$ cat src/hdl/fbo_pkg.sv
// Shared constants, register codes and the saturation helper function of the position feedback observer.
package fbo_pkg;

  localparam int FRAC_BITS_DEF = 16;

  localparam int DATA_W  = 32;
  localparam int DRIVE_W = 16;
  localparam int CFG_IDX_W = 3;

  localparam int MUL_W  = 33;
  localparam int PROD_W = 2 * MUL_W;
  localparam int ACC_W  = PROD_W + 1;
  localparam int SAT_IN_W = 68;

  localparam int DOT_W  = 60;
  localparam int DVD_W  = 44;
  localparam int REM_W  = 7;
  localparam int DIV_BITS_PER_CYCLE = 4;
  localparam int DIV_CYCLES = DVD_W / DIV_BITS_PER_CYCLE;
  localparam int DIV_CNT_W  = $clog2(DIV_CYCLES + 1);
  localparam int QUOT_W = 36;

  localparam longint RAD_PER_COUNT_Q36 = 64'sd218510732;
  localparam longint TENTH2_Q32        = 64'sd858993459;
  localparam longint POS_EPS_Q32       = 64'sd128849019;
  localparam int     DRIVE_FRAC        = 14;
  localparam int     CMD_EPS_LSB       = 8;
  localparam int     STEP_DIV          = 100;
  localparam int     STEP_BIAS         = 50;
  localparam longint EULER_LIM         = 64'sd858993459200;
  localparam longint QUOT_OFFSET       = 64'sd8589934592;

  typedef enum logic [CFG_IDX_W-1:0] {
    REG_ZERO_COUNT   = 3'd0,
    REG_REF_POSITION = 3'd1,
    REG_GAIN_POS     = 3'd2,
    REG_GAIN_VEL     = 3'd3,
    REG_OBS_GAIN_POS = 3'd4,
    REG_OBS_GAIN_VEL = 3'd5,
    REG_DAMPING      = 3'd6,
    REG_INPUT_GAIN   = 3'd7
  } cfg_reg_t;

  function automatic logic signed [DATA_W-1:0] sat32(input logic signed [SAT_IN_W-1:0] v);
    logic signed [SAT_IN_W-1:0] hi;
    logic signed [SAT_IN_W-1:0] lo;
    hi = SAT_IN_W'(64'sd2147483647);
    lo = -SAT_IN_W'(64'sd2147483648);
    if (v > hi) begin
      return DATA_W'(hi);
    end else if (v < lo) begin
      return DATA_W'(lo);
    end
    return DATA_W'(v);
  endfunction

endpackage

$ cat src/hdl/fbo_mul.sv
// Shared signed multiplier with a registered product.
module fbo_mul (
  input  logic clk,
  input  logic signed [fbo_pkg::MUL_W-1:0] a,
  input  logic signed [fbo_pkg::MUL_W-1:0] b,
  output logic signed [fbo_pkg::PROD_W-1:0] prod
);

  always_ff @(posedge clk) begin
    prod <= fbo_pkg::PROD_W'(a) * fbo_pkg::PROD_W'(b);
  end

endmodule

$ cat config.mk
export PLATFORM = sky130hd
export DESIGN_NAME = fbo_mul
export DESIGN_NICKNAME = d
export VERILOG_FILES = /design/src/hdl/fbo_pkg.sv /design/src/hdl/fbo_mul.sv
export SDC_FILE = /design/constraint.sdc
export NUM_CORES = 2
export LEC_CHECK = 0
export CORE_UTILIZATION = 61
export CTS_CLUSTER_SIZE = 20
export DETAILED_ROUTE_END_ITERATION = 8
export DONT_BUFFER_PORTS = 1
export GPL_ROUTABILITY_DRIVEN = 1
export MAX_ROUTING_LAYER = met4
export PLACE_DENSITY = 0.86
export RECOVER_POWER = 25
export SLEW_MARGIN = 0
export SYNTH_ARGS = -nofsm -noshare
export SYNTH_HDL_FRONTEND = slang
export SYNTH_SLANG_ARGS = --single-unit
$ cat constraint.sdc
create_clock -name clk -period 7.95 [get_ports clk]
set_input_delay 0.795 -clock clk [delete_from_list [all_inputs] [get_ports clk]]
set_output_delay 0.795 -clock clk [all_outputs]
set_load 0.05 [all_outputs]
==> run metrics <==
status complete, no violations; CP Max Fanout 33; RD Place Congestion 1.011; pin count of the biggest net entering global routing 34; critical path capture point type register; required time of the critical path about 8200 ps; Non-Filler Instances 5049; Max clock buf depth 2; Via density 5.739; distinct cell type count after synthesis 80; Final #Nets 5607; critical path launch point type primary input; htree depth 3; die height ~260 microns; Routed WL per cell 21.05 microns; Top Registers prod x66; # DRC 0; post-CTS sizing 0; Post-synth top cells fa_1, inv_1, and2_1; cell taking the most area after synthesis fa_1; register area share after synthesis under 10%; max reg flops between 60 and 70; PortBufs 0; Hold Fails Final Rpt 0; total negative slack 0 ps; syn_area_per_cell 9.390 sq um; number of global-route vias before repair 32698; setup violators final 0; synthesized net count 5767; Synth Flop Type dfxtp_1; Initial Util 61.85%; Biggest register prod; post-CTS setup buffer count 0; synth-to-layout area growth 2.236%; Pre-antenna DRT Iters 5; max frequency between 100 and 150 MHz; # Max-Cap Violations 0; fin crit share 95.51%; shortest period the worst path allows 7593 ps; Post-synth EDFFs 0; asr flop ratio synth 0%; initial antenna violation count 2; crit path from b[0]; hpwl dp a little under 90000 microns; global-route wire length before repair 175300 microns; Die ar. between 60000 and 70000 sq um; largest cells by area after synthesis fa_1, inv_1, and2_1; Hold Path Class primary input to register; most frequent cell after synthesis fa_1; RSZ-0062 raised after global routing no; end point of the critical path prod[58]$_DFF_P_; Synth top area share between 50% and 60%; GRT Total Usage 35.00%; via count a little under 30000; Yosys warning total 0; drt total wl 106300 microns; Clock Sinks 66; Relative slew margins approximately half; Core Footprint 65860 sq um; Critical Path AT 7860 ps; Crit Path Class primary input to register; CTS tree built; Synth Instances 4338; Worst-Margin Slew about 700 ps; die width roughly 260 microns; WHS 524.2 ps; hold_buf cts 0; GRT overflow 0; Std-Cell Rows 94; clk slew on worst S/H paths 70 ps; DRT antenna net count 0; number of I/O pins 133; placed insts a little over 5000; Mapped Area 40730 sq um; fin util about 63%; share of layout cells above drive strength 1 2.462%; root buf cell clkbuf_16; Max Slew Vio Count 0; DR iter-0 viols around 2400; Layout fillers 5061; TritonCTS Buffers 9; Yosys reg bits between 60 and 70
==> logic make-up (layout without fill, tap and decap cells) <==
| kind of cell | Yosys count | after routing | synth area share (%) |
|---|---|---|---|
| compound gates | 219 | 219 | 4.067 |
| flops | 66 | 66 | 3.244 |
| xor+xnor | 68 | 68 | 1.462 |
| simple gates | 1271 | 1271 | 15.78 |
| buf+inv | 1352 | 1197 | 12.51 |
| fa+ha+maj | 1362 | 1362 | 62.94 |
| other cells | 0 | 2 | 0 |
==> placed cells by master, fill, tap and decap left out, drive strengths merged, types with 5 or more instances in the layout <==
master	instances
nor2	68
and4	5
o211ai	5
xor2	25
o31ai	7
buf	50
a31oi	9
nand2b	12
nor2b	5
a211oi	11
ha	217
clkbuf	11
nand2	551
a21oi	61
dfxtp	66
nand4	12
fa	1145
o21ai	33
a211o	6
nor3	7
xnor2	43
o21bai	11
and3	6
inv	1131
o21a	6
a21o	38
nand3	26
and2	563
==> layout make-up <==
class                           count  area [sq um]  area share (%)
Antenna cell                        2         5.005         0.01202
Clock inverter                      5         30.03         0.07211
Timing Repair Buffer               50         400.4          0.9614
Tap cell                          864          1081           2.596
Multi-Input combinational cell   2920         34320           82.41
Clock buffer                       11         242.7          0.5829
Inverter                         1131          4245           10.19
Sequential cell                    66          1321           3.173
==> stage by stage <==
| stage | instance area [sq um] | worst slack [ps] |
|---|---|---|
| after CTS | 41640 | 413.0 |
| final | 41640 | 356.9 |
| after floorplan | 40740 | 137.8 |
| after detailed placement | 41370 | 12.72 |
| after global routing | 41640 | 52.13 |
| after global placement | 41370 | 60.99 |
==> how the worst min path moves through the flow <==
stage	from	end	depth (start not counted)
floorplan	a[0]	prod[0]$_DFF_P_	1
global placement	b[0]	prod[0]$_DFF_P_	1
detailed placement	b[0]	prod[0]$_DFF_P_	1
CTS	b[0]	prod[0]$_DFF_P_	1
global route	b[0]	prod[0]$_DFF_P_	1
finish	b[0]	prod[0]$_DFF_P_	1
==> layer usage <==
metal	wire length, microns	vias up	GRT usage, %
met1	36430	14917	41.41
met4	6825	0	19.05
met2	51920	1597	55.07
met5	0	-	-
met3	11100	452	8.829
li1	-	12009	-
==> critical path: stages <==
cell	delay, ps
and2_1	170
fa_1	530
inv_1	60
fa_1	540
inv_1	50
fa_1	470
inv_1	60
fa_1	540
inv_1	50
fa_1	480
fa_1	510
fa_1	490
inv_1	50
fa_1	500
inv_1	50
ha_1	290
a21oi_1	470
o211ai_1	230
a22oi_1	480
nor2_1	150
a211oi_4	300
buf_12	160
a21oi_2	80
nor4b_2	250
a311oi_1	70
Power is left out: the tool's default activity adds up to more than one toggle a clock period on the data nets, which glitch-free logic cannot reach.
