$ cat config.mk
export PLATFORM = sky130hd
export DESIGN_NAME = fbo_div
export DESIGN_NICKNAME = d
export VERILOG_FILES = /design/src/hdl/fbo_pkg.sv /design/src/hdl/fbo_div.sv
export SDC_FILE = /design/constraint.sdc
export NUM_CORES = 1
export LEC_CHECK = 0
export BUFFER_PORTS_ARGS = -buffer_cell sky130_fd_sc_hd__buf_2
export CORE_UTILIZATION = 45
export DETAILED_ROUTE_END_ITERATION = 10
export MAX_ROUTING_LAYER = met4
export PLACE_DENSITY = 0.67
export SYNTH_ARGS = -nofsm -noshare
export SYNTH_HDL_FRONTEND = slang
export SYNTH_SLANG_ARGS = --single-unit
export TNS_END_PERCENT = 1
$ cat constraint.sdc
create_clock -name clk -period 5.2 [get_ports clk]
set_input_delay 0 -clock clk [delete_from_list [all_inputs] [get_ports clk]]
set_output_delay 0 -clock clk [all_outputs]
set_load 0.03 [all_outputs]
$ cat src/hdl/fbo_pkg.sv
// Shared constants, register codes and the saturation helper function of the position feedback observer.
package fbo_pkg;

  localparam int FRAC_BITS_DEF = 16;

  localparam int DATA_W  = 32;
  localparam int DRIVE_W = 16;
  localparam int CFG_IDX_W = 3;

  localparam int MUL_W  = 33;
  localparam int PROD_W = 2 * MUL_W;
  localparam int ACC_W  = PROD_W + 1;
  localparam int SAT_IN_W = 68;

  localparam int DOT_W  = 60;
  localparam int DVD_W  = 44;
  localparam int REM_W  = 7;
  localparam int DIV_BITS_PER_CYCLE = 4;
  localparam int DIV_CYCLES = DVD_W / DIV_BITS_PER_CYCLE;
  localparam int DIV_CNT_W  = $clog2(DIV_CYCLES + 1);
  localparam int QUOT_W = 36;

  localparam longint RAD_PER_COUNT_Q36 = 64'sd218510732;
  localparam longint TENTH2_Q32        = 64'sd858993459;
  localparam longint POS_EPS_Q32       = 64'sd128849019;
  localparam int     DRIVE_FRAC        = 14;
  localparam int     CMD_EPS_LSB       = 8;
  localparam int     STEP_DIV          = 100;
  localparam int     STEP_BIAS         = 50;
  localparam longint EULER_LIM         = 64'sd858993459200;
  localparam longint QUOT_OFFSET       = 64'sd8589934592;

  typedef enum logic [CFG_IDX_W-1:0] {
    REG_ZERO_COUNT   = 3'd0,
    REG_REF_POSITION = 3'd1,
    REG_GAIN_POS     = 3'd2,
    REG_GAIN_VEL     = 3'd3,
    REG_OBS_GAIN_POS = 3'd4,
    REG_OBS_GAIN_VEL = 3'd5,
    REG_DAMPING      = 3'd6,
    REG_INPUT_GAIN   = 3'd7
  } cfg_reg_t;

  function automatic logic signed [DATA_W-1:0] sat32(input logic signed [SAT_IN_W-1:0] v);
    logic signed [SAT_IN_W-1:0] hi;
    logic signed [SAT_IN_W-1:0] lo;
    hi = SAT_IN_W'(64'sd2147483647);
    lo = -SAT_IN_W'(64'sd2147483648);
    if (v > hi) begin
      return DATA_W'(hi);
    end else if (v < lo) begin
      return DATA_W'(lo);
    end
    return DATA_W'(v);
  endfunction

endpackage

$ cat src/hdl/fbo_div.sv
// Euler step divider: floor((2*dot + 50) / 100), four quotient bits per cycle, clamped range.
module fbo_div (
  input  logic clk,
  input  logic rst,
  input  logic start,
  input  logic signed [fbo_pkg::DOT_W-1:0] dot,
  output logic busy,
  output logic signed [fbo_pkg::QUOT_W-1:0] quot
);

  localparam int N_W = fbo_pkg::DOT_W + 2;
  localparam logic signed [N_W-1:0] LIM  = N_W'(fbo_pkg::EULER_LIM);
  localparam logic signed [N_W-1:0] BIAS = N_W'(fbo_pkg::STEP_BIAS);
  localparam logic [fbo_pkg::REM_W:0] DIVISOR = (fbo_pkg::REM_W + 1)'(fbo_pkg::STEP_DIV);
  localparam logic signed [fbo_pkg::QUOT_W-1:0] QOFF = fbo_pkg::QUOT_W'(fbo_pkg::QUOT_OFFSET);

  logic [fbo_pkg::DVD_W-1:0] dvd;
  logic [fbo_pkg::DVD_W-1:0] dvd_next;
  logic [fbo_pkg::REM_W-1:0] rem;
  logic [fbo_pkg::REM_W-1:0] rem_next;
  logic [fbo_pkg::DIV_CNT_W-1:0] cnt;
  logic signed [N_W-1:0] num;
  logic signed [N_W-1:0] num_cl;
  logic signed [N_W-1:0] num_pos;

  always_comb begin
    num = (N_W'(dot) <<< 1) + BIAS;
    if (num > LIM) begin
      num_cl = LIM;
    end else if (num < -LIM) begin
      num_cl = -LIM;
    end else begin
      num_cl = num;
    end
    num_pos = num_cl + LIM;
  end

  always_comb begin
    logic [fbo_pkg::REM_W:0] t;
    dvd_next = dvd;
    rem_next = rem;
    for (int i = 0; i < fbo_pkg::DIV_BITS_PER_CYCLE; i++) begin
      t = {rem_next, dvd_next[fbo_pkg::DVD_W-1]};
      if (t >= DIVISOR) begin
        dvd_next = {dvd_next[fbo_pkg::DVD_W-2:0], 1'b1};
        rem_next = fbo_pkg::REM_W'(t - DIVISOR);
      end else begin
        dvd_next = {dvd_next[fbo_pkg::DVD_W-2:0], 1'b0};
        rem_next = fbo_pkg::REM_W'(t);
      end
    end
  end

  always_ff @(posedge clk) begin
    if (rst) begin
      cnt <= '0;
    end else if (start) begin
      cnt <= fbo_pkg::DIV_CNT_W'(fbo_pkg::DIV_CYCLES);
      dvd <= fbo_pkg::DVD_W'(num_pos);
      rem <= '0;
    end else if (busy) begin
      cnt <= cnt - 1'b1;
      dvd <= dvd_next;
      rem <= rem_next;
    end
  end

  assign busy = (cnt != '0);
  assign quot = $signed({1'b0, dvd[fbo_pkg::QUOT_W-2:0]}) - QOFF;

endmodule

==> results.md <==
- Clk_lat worst skew: 300 ps
- Final non-filler cell total: 886
- Diodes inserted: 0
- Post-DP HPWL: 12,570 um
- Place WS: -10.71 ps
- Number of global-route vias before repair: 5,076
- Actual slew at the worst max-slew pin: 1062 ps
- Core Box Area: 12,210 sq um
- I/O Pins: 100
- Slowest cell delay on critical path: 500 ps
- Post-synth EDFFs: 51
- Synthesized instance count: 656
- Port Buffers: 99
- DIE WIDTH: 114.7 um
- Worst slew margin: 0.2907
- DRC violations left: 0
- Crit-path cells: inv_2, ha_2, nor3b_4, a21oi_4, xnor2_1, ha_1, inv_2, o32ai_1, mux2_2, o31a_1, xnor2_2, inv_1, ha_1, inv_1, a21o_1, o22ai_2, a21o_1, nand2_1, ha_2, o2111a_1, o211ai_1, or4_1, nand4_1
- WL/cell: 18.59 um
- Clk sinks: 55
- Area delta synth->final: 11.72%
- Fraction of registers with async set/reset: 0
- Number of antenna violations at the first check in global routing: 0
- Cell area after synthesis: 5712 sq um
- Final Net Count: 788
- Pwr Density: 416.0 nW/um^2
- H-tree depth: 2
- Syn_nets: 727
- Synth Flop Type: edfxtp_1
- DIE HEIGHT: 114.7 um
- Clk slew on worst S/H paths: 70 ps
- Pin count of the biggest net entering global routing: 41
- Period minus WS final: 5018 ps
- Max Fclk: 0.1993 GHz
- Worst Path Arrival: 5170 ps
- Sequential fraction of the synthesis area: 0.2821
- FF+latch count, synth: 55
- Clock buffer count from CTS: 5
- Syn avg cell area: 8.707 sq um
- Share of layout cells above drive strength 1: 0.2563
- Final WL: 16,470 um
- Detailed router's first-iteration violation count: 562
- WHS: 64.82 ps
- Status: finished clean
- Gr usage total: 0.2575
- Die ar.: 13,150 sq um
- Final Worst Setup Slack: 182.0 ps
- Grt ovf: 0
- Post-DP Area: 6120 sq um
- Final hold vios: 0
- WP data required: 5350 ps
- Yosys cell types: 73
- Initial core utilization: 0.4677
- Max Root-Sink Buffers: 2
- CP max FO: 7
- Leakage: 2.229 nW
- CTS tree: done
- Critical path class: flip-flop to flip-flop
- Vias after detailed routing: 5,491
- Final Max Slew Viols: 0
- Final setup fails: 0
- Via density: 6.198
- DRT antenna net count: 0
- Design area: 6381 sq um
- Maximum VDD drop: 213.4 uV
- Crit path max-delay cell type: edfxtp_1
- Cell row count: 40
- Area contributors post-synth: edfxtp_1 27%, o2bb2ai_2 7.1%, xnor2_1 5.4%
- TritonRoute pass-1 iters: 5
- CP startpoint kind: flip-flop
- Clock skew: 9.049 ps
- Final period util: 0.9650
- Root buffer cell: clkbuf_16
- Post-synth top area share: 0.2681
- Setup TNS: 0 ps
- Cell family with most CP delay: compound AO/OA/AOI/OAI gates
- Yosys warnings: 0
- Synth area leader: edfxtp_1
- Crit path capture type: flip-flop
- MaxCap Viol Count: 0
- RePlAce Congestion: 0.9778
- First-pass GRT wire length: 25,940 um
- HP Class: primary input to flip-flop
- Total placed cells including tap cells: 869
- Fillers: 1,221
- Crit path buf inv count: 4
[kinds of logic after synthesis]
kind of cell    count (synthesis)  synth area share
simple gates                  270            0.2653
fa+ha+maj                       8           0.01753
xor+xnor                       54           0.08280
flops                          55            0.2821
compound gates                160            0.2359
mux                            14           0.02585
buf+inv                        95           0.09047
[sequential cells by signal, summed over array words and instances (netlist names)]
name,cells
dvd,44
rem,7
cnt,4
[metal layers]
metal  global-route usage  vias to the layer above  share of wire
met5                    -                        -              0
li1                     -                     2619              -
met3              0.03282                       29          0.057
met1               0.3521                     2627           0.46
met4              0.07619                        0          0.020
met2               0.3984                      216           0.46
[cells in the mapped netlist (all sizes together), types with 3 or more instances]
master,count
nor4b,3
a211oi,6
or2,4
o21ai,26
and3,10
nand2b,3
nand3b,3
nor2,38
nor4,16
or3b,4
a31oi,8
dfxtp,4
nor3b,8
nand3,40
a221oi,3
o21a,4
mux2,6
inv,29
a21o,4
xnor2,35
o2bb2ai,31
or3,8
edfxtp,51
nand4,26
clkbuf,18
o22ai,7
and4,8
mux2i,8
nor3,23
a21oi,20
o31a,8
buf,48
nand2,47
ha,8
o211ai,7
a311oi,3
or4,11
nor2b,8
and2,6
o31ai,9
xor2,19
[cells in the final DEF (no fill, tap or decap), types with 4 or more instances in the layout]
cell type,synthesis,layout
a211oi_1,6,6
a21o_1,4,4
a21oi_1,20,19
a31oi_1,8,8
and2_1,6,6
and3_1,10,10
and4_1,8,8
buf_2,10,99
buf_4,33,19
clkbuf_16,0,5
dfxtp_1,4,4
edfxtp_1,51,51
ha_1,8,6
inv_1,29,25
inv_2,0,4
mux2_2,6,6
mux2i_1,8,8
nand2_1,46,46
nand3_1,39,39
nand4_1,25,25
nor2_1,38,37
nor2b_1,8,8
nor3_1,23,23
nor3b_1,8,7
nor4_1,16,16
o211ai_1,7,7
o21a_1,4,4
o21ai_0,26,26
o22ai_1,5,4
o2bb2ai_1,4,4
o2bb2ai_2,27,27
o31a_1,8,8
o31ai_1,9,9
or3_1,8,8
or4_1,10,10
xnor2_1,35,34
xor2_1,19,19
[layout make-up]
class,count,area (sq um),share of cell area
multi-input cells,506,3635,0.5696
flip-flops and latches,55,1612,0.2525
repair buffers,120,668.1,0.1047
well taps,168,210.2,0.03294
clock buffers,5,125.1,0.01961
inverters,29,108.9,0.01706
clock inverters,3,22.52,0.003529
[what timing repair did]
action	in CTS	in global routing
gates resized for setup	2	10
pin swaps	0	3
hold buffers	1	0
hold endpoints to repair	4	0
buffers inserted	0	8
endpoints found under the setup margin	1	5
[path summary, 6_finish.rpt]
path / slack, ps / cells after the start / endpoint / startpoint
max: 180 / 23 / rem[2] / rem[1]
min reg2reg: 500 / 2 / cnt[3] / cnt[3]
min: 60 / 2 / dvd[1] / dot[0]
max reg2reg: 180 / 23 / rem[2] / rem[1]
[power by group]
part           switching, mW  leakage [nW]  internal [mW]
clock                  0.166        0.0742          0.181
sequential            0.0814         0.541          0.593
combinational          0.987          1.61          0.646
total                   1.23          2.23           1.42
[metrics by stage]
step                      utilization  total power, mW
final                          0.5225            2.655
after global routing           0.5225            2.835
after CTS                      0.5151            2.532
after detailed placement       0.5011            2.165
after global placement         0.5011            2.143
after floorplan                     -            1.840
(Power assumes the default switching activity.)
